## src/hw/rtl/jss_window_cell.sv

```systemverilog
`timescale 1ns / 1ps
// one cell of the stencil window chain: holds a sample and passes it on
// no dependencies; instantiated in a chain by the top level

module jss_window_cell #(
    parameter int SAMPLE_BITS = 32
) (
    input  logic                          i_clk,
    input  logic                          i_rst_n,
    input  logic                          i_clear,
    input  logic                          i_shift,
    input  logic signed [SAMPLE_BITS-1:0] i_sample,
    output logic signed [SAMPLE_BITS-1:0] o_sample
);

    logic signed [SAMPLE_BITS-1:0] r_sample;
    logic signed [SAMPLE_BITS-1:0] n_sample;

    // take the neighbour's value on every accepted transaction; a clear zeroes it first
    always_comb begin
        n_sample = r_sample;
        if (i_clear) begin
            n_sample = '0;
        end else if (i_shift) begin
            n_sample = i_sample;
        end
    end

    always_ff @(posedge i_clk) begin
        if (!i_rst_n) begin
            r_sample <= '0;
        end else begin
            r_sample <= n_sample;
        end
    end

    assign o_sample = r_sample;

endmodule

```

## config.mk

```make
export PLATFORM = sky130hd
export DESIGN_NAME = jss_window_cell
export DESIGN_NICKNAME = d
export VERILOG_FILES = /design/src/hw/rtl/jss_window_cell.sv
export SDC_FILE = /design/constraint.sdc
export NUM_CORES = 1
export LEC_CHECK = 0
export BUFFER_PORTS_ARGS = -buffer_cell sky130_fd_sc_hd__buf_2
export CAP_MARGIN = 10
export CORE_MARGIN = 2
export CORE_UTILIZATION = 38
export DETAILED_ROUTE_END_ITERATION = 16
export GPL_ROUTABILITY_DRIVEN = 0
export PLACE_DENSITY = 0.74
export SKIP_LAST_GASP = 1
export SLEW_MARGIN = 20
export SYNTH_ARGS = -nofsm -noshare
export SYNTH_HDL_FRONTEND = slang
export SYNTH_SLANG_ARGS = --single-unit
```

## constraint.sdc

```tcl
create_clock -name i_clk -period 0.8 [get_ports i_clk]
set_clock_uncertainty 0.05 [all_clocks]
set_input_delay 0.04 -clock i_clk [delete_from_list [all_inputs] [get_ports i_clk]]
set_output_delay 0.04 -clock i_clk [all_outputs]
set_load 0.1 [all_outputs]
```

==> results of run 1 <==
-- power groups by stage --
| stage | combinational (mW) | sequential, mW | clock, mW |
|---|---|---|---|
| final | 1.04 | 1.63 | 0.830 |
| after global routing | 1.09 | 1.64 | 0.936 |
| after floorplan | 0.203 | 2.02 | 0 |
| after detailed placement | 0.910 | 1.67 | 0 |
| after global placement | 0.889 | 1.67 | 0 |
| after CTS | 1.03 | 1.63 | 0.851 |
-- timing repair --
| item | CTS | global route |
|---|---|---|
| setup buffers | 0 | 1 |
| pin swaps | 0 | 0 |
| endpoints found under the hold margin | 32 | 0 |
| setup endpoints to repair | 32 | 33 |
| hold buffers | 32 | 0 |
-- cells by family after synthesis --
logic type,after synthesis,synth area share
flops,32,0.546
mux,32,0.273
buf+inv,7,0.0736
simple gates,33,0.108
-- cells in the final DEF, fill, tap and decap left out --
master,instances
buf_12,35
buf_2,35
buf_4,1
clkbuf_1,1
clkbuf_4,5
clkinv_2,1
dfxtp_4,32
dlygate4sd3_1,32
mux2i_1,32
nand2b_1,1
nor2_1,32
-- how the worst min path moves through the flow --
stage | startpoint | endpoint | depth (start not counted)
6_report | i_rst_n | o_sample[4] | 3
5_1_grt | i_rst_n | o_sample[5] | 3
4_1_cts | i_rst_n | o_sample[4] | 3
3_5_place_dp | i_sample[24] | o_sample[24] | 3
3_3_place_gp | i_sample[18] | o_sample[18] | 3
2_1_floorplan | i_sample[28] | o_sample[28] | 2
-- through the flow --
step / area (um2) / hold slack, ps / cells / TNS [ps]
final: 2500 / 1.38 / 240 / -4920
after global routing: 2500 / 11.4 / 240 / -6300
after CTS: 2490 / 4.02 / 239 / -5180
after detailed placement: 2120 / 234 / 200 / -497
after global placement: 2120 / 223 / 200 / 0
after floorplan: 1290 / 136 / 104 / -539
-- layer usage --
metal / vias up / track usage / part of all wire
met1: 535 / 0.227 / 0.35
met5: - / 0 / 0
met4: 0 / 0.105 / 0.028
met3: 12 / 0.0939 / 0.060
li1: 548 / - / -
met2: 49 / 0.435 / 0.56
-- final cells by class --
type	count	area share
flip-flops and latches	32	0.304
multi-input cells	65	0.179
repair buffers	103	0.482
clock inverters	1	0.00200
clock buffers	6	0.0165
well taps	33	0.0165
==> metrics.txt, run 1 <==
outcome complete, but fails checks; failing checks negative setup slack; Slew Viols, Final 0; antenna violations before repair 0; Clock Path Buffers 2; core footprint 0.00300 mm2; R2R setup slack -30 ps; Bufs and invs on worst path 1; Critical Path AT 870 ps; LEAKAGE 1.11 nW; DP HPWL 2.27 mm; Initial Util 0.391; die height 59.6 um; Commonest cells post-synth 32 x dfxtp_1, 32 x mux2i_1, 32 x nor2_1, 3 x buf_12, 3 x buf_2; maximum vdd ir drop 1.43 mV; register area share after synthesis 0.546; Die X 59.6 um; Total Nets Final 243; Synth Flop Type dfxtp_1; CTS buffer count 5; fill count 178; share of the synthesized area in the top cell type 0.546; Post-Syn Area per Cell 11.3 um2; Initial DRC Count 12; crit path launch o_sample[31]; number of global-route vias before repair 1236; CTS tree yes; CP max FO 2; I/O pin count 68; Psw 1.14 mW; # DRC 0; post-synth cell types 7; CTS root buf clkbuf_4; DP Worst Slack -69.7 ps; Clock Power Share 0.237; worst r2r dst o_sample[4]; Critical Path Slowest Stage Cell dfxtp_4; ANT nets after route 0; f_max 1.04 GHz; area occupied by multi-input gates 447 um2; number of gates resized after cts 0; final hold vios 0; Rows 20; Sw Share 0.325; Power Internal 2.37 mW; CP delay by family, top flip-flops; largest net degree at the start of global routing 31; drt wl/cell 15.4 um; EDFF count, synth 0; worst min path class input port to register; Post-Syn Area 0.00117 mm2; drt via density 4.77; total track usage 0.235; R2R cell count 3; CP Data Required Time 710 ps; CTS Sinks 32; max reg flops 32; Syn-to-layout area delta 113%; GR Overflow Total 0; pin slew with the least headroom to its limit 194 ps; Initial DRT Pass Iterations 4; RSZ-0062 raised after global routing true; Clock Latency Late Sink 330 ps; final wirelength 3.70 mm; Port Buf Inserts 67; sequential share of power 0.466; Critical Path Max Stage Delay 370 ps; Worst path depth 1; Reg clk slew, reported paths 90 ps; die area 0.00355 mm2; Min Clock Period, post-route 965 ps; crit share post-route 1.21; register bit total from synthesis 32; Comb pwr share 0.298; Synth Instances 104; DR vias 1144; Yosys top cell by area dfxtp_1; Setup crit end o_sample[31]; Crit. End Element primary output; first-pass GRT wire length 5.80 mm; final critical-path setup slack -165 ps; Setup CP Type register to primary output; Ant. Diodes 0; share of cells above drive strength 1 0.527; Register Area 761 um2; largest cells by area after synthesis dfxtp_1 55%, mux2i_1 27%, nor2_1 10%; Final setup viols 33; syn nets 140; Slew HR 0.867; Core Util, Final 0.832; max-cap violations 0; r2r startpoint o_sample[4]; H-tree depth 2; startpoint types register; Final Power 3.51 mW; worst-path cell chain buf_12; Yosys warnings 0; PwrDens 1400 mW/mm2; Post-synth ARST share 0
(Power assumes the default switching activity.)
==> inputs of run 2 (changes only) <==
Settings changed: ABC_AREA from default to 1, CORE_UTILIZATION 38 to 39, MAX_ROUTING_LAYER from default to met4.
==> run 2 against run 1 <==
  * The flow still finishes with violations (negative setup slack)
  * Flip-flop and latch count is the same
  * Critical path type unchanged
  * Largest cell class unchanged
  * Maximum frequency shrank 1.3%
  * Combinational power is essentially flat
  * Die area grew 2.4%
  * Worst setup slack lost 13 ps
==> metrics.txt, run 2 <==
outcome complete, but fails checks; failing checks negative setup slack; H-tree depth 2 (unchanged); Bufs and invs on worst path 1 (unchanged); pin slew with the least headroom to its limit 199 ps (+4.44 ps); Clock Power Share 0.248 (+0.011); r2r startpoint o_sample[24]; total track usage 0.231 (-0.00417); Die X 60.3 um (+1.2%); max-cap violations 0 (unchanged); syn nets 177 (+26%); setup TNS -5190 ps (-272 ps); CTS buffer count 5 (unchanged); final critical-path setup slack -177 ps (-12.8 ps); I/O pin count 68 (unchanged); max reg flops 32 (unchanged); CP max FO 2 (unchanged); f_max 1.02 GHz (-1.3%); LEAKAGE 1.08 nW (-2.7%); final wirelength 4.01 mm (+8.3%); share of cells above drive strength 1 0.565 (+0.0386); Final setup viols 33 (unchanged); Syn-to-layout area delta 113% (about the same); drt wl/cell 13.5 um (-12%); Clock Latency Late Sink 320 ps (about the same); Post-synth ARST share 0 (unchanged); Clock Path Buffers 2 (unchanged); final hold vios 0 (unchanged); ANT nets after route 0 (unchanged); share of the synthesized area in the top cell type 0.518 (-0.0276); Synth Instances 141 (+36%); Initial Util 0.408 (+0.0174); Port Buf Inserts 67 (unchanged); Slew Viols, Final 0 (unchanged); worst-path cell chain buf_12; maximum vdd ir drop 1.12 mV (-21%); worst hold path depth 4 (+1); R2R setup slack -70 ps (-40 ps); CTS tree yes; worst r2r dst o_sample[24]; Post-Syn Area 0.00124 mm2 (+5.3%); CTS Sinks 32 (unchanged); die height 60.3 um (+1.2%); crit share post-route 1.22 (+0.0160); PwrDens 1340 mW/mm2 (-4.5%); most common cell after layout, fill and taps aside nand2_1; Total Nets Final 288 (+19%); CTS root buf clkbuf_4; commonest non-fill, non-tap cells in the layout 54 x nand2_1, 34 x buf_2, 34 x buf_12, 33 x dlygate4sd3_1, 32 x dfxtp_4; Reg clk slew, reported paths 100 ps (about the same); Comb pwr share 0.291 (-0.007); most common cell in the synthesized netlist nand2_1; startpoint types register; Core Util, Final 0.870 (+0.0378); Commonest cells post-synth 55 x nand2_1, 32 x dfxtp_1, 21 x a21oi_1, 11 x a21oi_2, 10 x nand2_2; DR vias 1347 (+18%); CP Data Required Time 710 ps (about the same); number of global-route vias before repair 1309 (+5.9%); R2R cell count 4 (+1); RSZ-0062 raised after global routing true; Sw Share 0.338 (+0.0137); die area 0.00364 mm2 (+2.4%); Min Clock Period, post-route 977 ps (+12.8 ps); Initial DRC Count 36 (+24); register bit total from synthesis 32 (unchanged); area occupied by multi-input gates 473 um2 (+5.9%); first-pass GRT wire length 5.85 mm (+0.95%); DP HPWL 2.15 mm (-5.2%); core footprint 0.00303 mm2 (+0.83%); EDFF count, synth 0 (unchanged); Rows 20 (unchanged); Synth Flop Type dfxtp_1; crit path launch o_sample[9]; fill count 149 (-16%); drt via density 4.54 (-4.9%); largest net degree at the start of global routing 33 (+6.5%); Register Area 761 um2 (unchanged); GR Overflow Total 0 (unchanged); Hold Startpoint i_shift; # DRC 0 (unchanged); worst min path class input port to register; Critical Path Max Stage Delay 380 ps (about the same); Post-Syn Area per Cell 8.77 um2 (-22%); post-synth cell types 11 (+4); Yosys top cell by area dfxtp_1; largest cells by area after synthesis dfxtp_1 52%, nand2_1 17%, a21oi_1 8.5%; Yosys warnings 0 (unchanged); register area share after synthesis 0.518 (-0.0276); antenna violations before repair 0 (unchanged); Crit. End Element primary output; Worst Hold Endpoint o_sample[12]; Psw 1.19 mW (+4.9%); Power Internal 2.34 mW (-1.4%); Ant. Diodes 0 (unchanged); sequential share of power 0.461 (-0.005); Slew HR 0.867 (about the same); Setup CP Type register to primary output; Initial DRT Pass Iterations 4 (unchanged); CP delay by family, top flip-flops; Critical Path Slowest Stage Cell dfxtp_4; Critical Path AT 890 ps (+20 ps)
## run 2: worst max-delay path by stage
stage          cells past startpoint      endpoint
2_1_floorplan                      2  o_sample[28]
3_3_place_gp                       4   o_sample[0]
3_5_place_dp                       4   o_sample[2]
4_1_cts                            1  o_sample[27]
5_1_grt                            1   o_sample[9]
6_report                           1   o_sample[9]
## run 2: power by group through the flow
stage | clock network (mW) | registers, mW | logic [mW]
2_1_floorplan | 0 | 2.00 | 0.200
3_3_place_gp | 0 | 1.66 | 0.856
3_5_place_dp | 0 | 1.67 | 0.862
4_1_cts | 0.888 | 1.63 | 1.00
5_1_grt | 0.980 | 1.63 | 1.07
6_report | 0.876 | 1.63 | 1.03
## run 2: final cells by class
class / count / area share
Clock inverter: 3 / 0.00523
Inverter: 2 / 0.00570
Clock buffer: 5 / 0.0143
Multi-Input combinational cell: 97 / 0.180
Timing Repair Buffer: 114 / 0.486
Tap cell: 44 / 0.0209
Sequential cell: 32 / 0.289
## run 2: repair_timing
action | 4_1_cts | 5_1_grt
gates resized for setup | 0 | 1
hold buffers | 33 | 0
buffers inserted | 7 | 4
hold endpoints to repair | 32 | 0
endpoints found under the setup margin | 32 | 34
## run 2: tightest hold or removal path, cell delays in order
cell and delay [ps]:
clkbuf_4 170, inv_8 110, nand2_2 70, a21oi_2 40
## run 2: logic make-up (layout without fill, tap and decap cells)
group | count (synthesis) | after routing | share of synthesized area
AND/OR/NAND/NOR | 65 | 65 | 0.218
flip-flops | 32 | 32 | 0.518
AO/OA/AOI/OAI | 32 | 32 | 0.163
buffers and inverters | 12 | 124 | 0.101
## run 2: stage by stage
step	std cells	setup WS (ps)	hold slack (ps)	power, mW	instance area [um2]
5_1_grt	297	-209	91.1	3.68	2630
2_1_floorplan	141	-23.3	120	2.20	1360
4_1_cts	293	-178	111	3.52	2600
6_report	297	-177	84.3	3.53	2630
3_3_place_gp	245	65.9	235	2.52	2170
3_5_place_dp	245	3.65	238	2.53	2170
## run 2: layer usage
layer | vias to the layer above | track usage | wire, um
met5 | - | - | 0
met4 | 0 | 0.0667 | 70
met3 | 7 | 0.0649 | 199
met2 | 47 | 0.419 | 2300
met1 | 622 | 0.241 | 1440
li1 | 671 | - | -
==> inputs of run 3 (changes only) <==
Settings changed: REMOVE_ABC_BUFFERS from default to 1, SLEW_MARGIN 20 to default.
==> run 3 against run 2 <==
  * The flow still finishes with violations (negative setup slack)
  * Die area did not move
  * Sequential share of layout area fell by 2.9 points
  * Register-to-register slack barely moved
  * Sequential power rose by 4%
  * Clock-buffer cell count rose by 2
  * Design area rose by 0.86%
  * Global-route usage rose by 3.2 points
  * Power rose by 18%
  * Maximum frequency fell by 3.5%
  * Hold slack got worse by 63 ps
  * Utilization rose by 0.74 points
  * Largest cell class unchanged
==> metrics.txt, run 3 (synthesis gave the netlist of run 2 again) <==
Crit. End Element primary output; R2R setup slack -60 ps (about the same); setup TNS -5870 ps (-677 ps); RSZ-0062 raised after global routing true; CTS buffer count 5 (unchanged); met3 wire length 335 um (+68%); largest net degree at the start of global routing 33 (unchanged); Hold Startpoint i_shift; Ant. Diodes 0 (unchanged); Final setup viols 40 (+21%); failing checks negative setup slack; total track usage 0.264 (+0.0324); crit share post-route 1.27 (+0.0442); maximum vdd ir drop 1.25 mV (+11%); GR Overflow Total 0 (unchanged); Initial Util 0.408 (unchanged); Final Power 4.17 mW (+18%); f_max 0.987 GHz (-3.5%); Min Clock Period, post-route 1010 ps (+35.4 ps); Rows 20 (unchanged); Slew HR 0.819 (-0.0480); Port Buf Inserts 67 (unchanged); crit path launch o_sample[16]; CP max FO 2 (unchanged); Syn-to-layout area delta 115%; ANT nets after route 0 (unchanged); Setup crit end o_sample[16]; CTS tree yes; Worst path depth 1 (unchanged); area of placed instances 0.00205 mm2 (-5.3%); final wirelength 5.18 mm (+29%); top sig layer met4; Initial DRT Pass Iterations 4 (unchanged); drt via density 4.80 (+5.7%); worst-path cell chain buf_12; pin slew with the least headroom to its limit 271 ps (+72.0 ps); final critical-path setup slack -213 ps (-35.4 ps); CP delay by family, top flip-flops; M1 wire length 1.78 mm (+24%); core footprint 0.00303 mm2 (unchanged); outcome complete, but fails checks; number of global-route vias before repair 1455 (+11%); met2 WL 2.87 mm (+25%); most common cell after layout, fill and taps aside nand2_1; # DRC 0 (unchanged); Initial DRC Count 155 (+330%); Total Nets Final 295 (+2.4%); antenna violations before repair 0 (unchanged); first-pass GRT wire length 6.73 mm (+15%); die height 60.3 um (unchanged); Clock Latency Late Sink 330 ps (about the same); share of cells above drive strength 1 0.581 (+0.0156); worst r2r dst o_sample[9]; Slew Viols, Final 0 (unchanged); Critical Path Max Stage Delay 400 ps (+20 ps); CP Data Required Time 710 ps (about the same); max-cap violations 0 (unchanged); CTS root buf clkbuf_4; max reg flops 32 (unchanged); Final Instance Area 0.00266 mm2 (+0.86%); Die X 60.3 um (unchanged); final hold vios 0 (unchanged); I/O pin count 68 (unchanged); WHS 21.1 ps (-63.2 ps); Critical Path Slowest Stage Cell dfxtp_2; DR vias 1458 (+8.2%); Setup CP Type register to primary output; die area 0.00364 mm2 (unchanged); R2R cell count 3 (-1); drt wl/cell 17.0 um (+26%); Reg clk slew, reported paths 100 ps (about the same); commonest non-fill, non-tap cells in the layout 55 x nand2_1, 35 x buf_2, 34 x buf_12, 32 x dlygate4sd3_1, 28 x dfxtp_2; PwrDens 1570 mW/mm2 (+17%); H-tree depth 2 (unchanged); fill count 131 (-12%); worst min path class input port to register; Clock Path Buffers 2 (unchanged); LEAKAGE 1.13 nW (+4.2%); Critical Path AT 920 ps (+30 ps); r2r startpoint o_sample[9]; Bufs and invs on worst path 1 (unchanged); startpoint types register; CTS Sinks 32 (unchanged); DP HPWL 2.14 mm (-0.60%)
run 3: cell count changes in the layout (fill, tap and decap cells not counted), sizes merged:
cell / change
clkinv: -3
clkbuf: +1
dlygate4sd3: -1
bufinv: +1
buf: +9
run 3: worst register-to-register path: cells and delay by family, from the launching register on:
kind	cells	cell delay, ps
buffers and inverters	1	120
flip-flops	1	370
AND/OR/NAND/NOR	1	50
AO/OA/AOI/OAI	1	180
run 3: worst min path at each step:
| stage | endpoint | slack (ps) | depth (start not counted) |
|---|---|---|---|
| finish | o_sample[0] | 20 | 3 |
| global route | o_sample[0] | 10 | 3 |
| CTS | o_sample[0] | 9 | 3 |
| detailed placement | o_sample[28] | 250 | 3 |
| global placement | o_sample[28] | 240 | 3 |
| floorplan | o_sample[0] | 130 | 2 |
run 3: cell type report:
cell class	count	area (um2)	area share
clock buffers	7	65.1	0.0245
clock inverters	1	30.0	0.0113
inverters	2	15.0	0.00565
multi-input cells	97	470	0.177
flip-flops and latches	32	691	0.260
well taps	44	55.1	0.0207
repair buffers	121	1330	0.501
run 3: power by group:
| group | switching, mW | internal, mW |
|---|---|---|
| Combinational | 0.614 | 0.456 |
| Sequential | 0.0588 | 1.64 |
| Clock | 0.573 | 0.830 |
run 3: stage by stage:
step | std cells | setup slack [ps] | utilization
floorplan | 131 | -535 | -
global placement | 246 | 60.0 | 0.678
detailed placement | 246 | 17.6 | 0.678
CTS | 294 | -187 | 0.849
global route | 304 | -227 | 0.877
finish | 304 | -213 | 0.877
run 3: per-layer routing:
layer	vias to the layer above	global-route usage
li1	682	-
met1	673	0.263
met2	83	0.488
met3	20	0.0498
met4	0	0.121
met5	-	-
run 3: repair_timing:
item,CTS,global route
buffers inserted,8,10
resized for setup,33,4
hold buffers,32,0
setup endpoints to repair,32,33
pin swaps,0,1
hold endpoints to repair,32,0
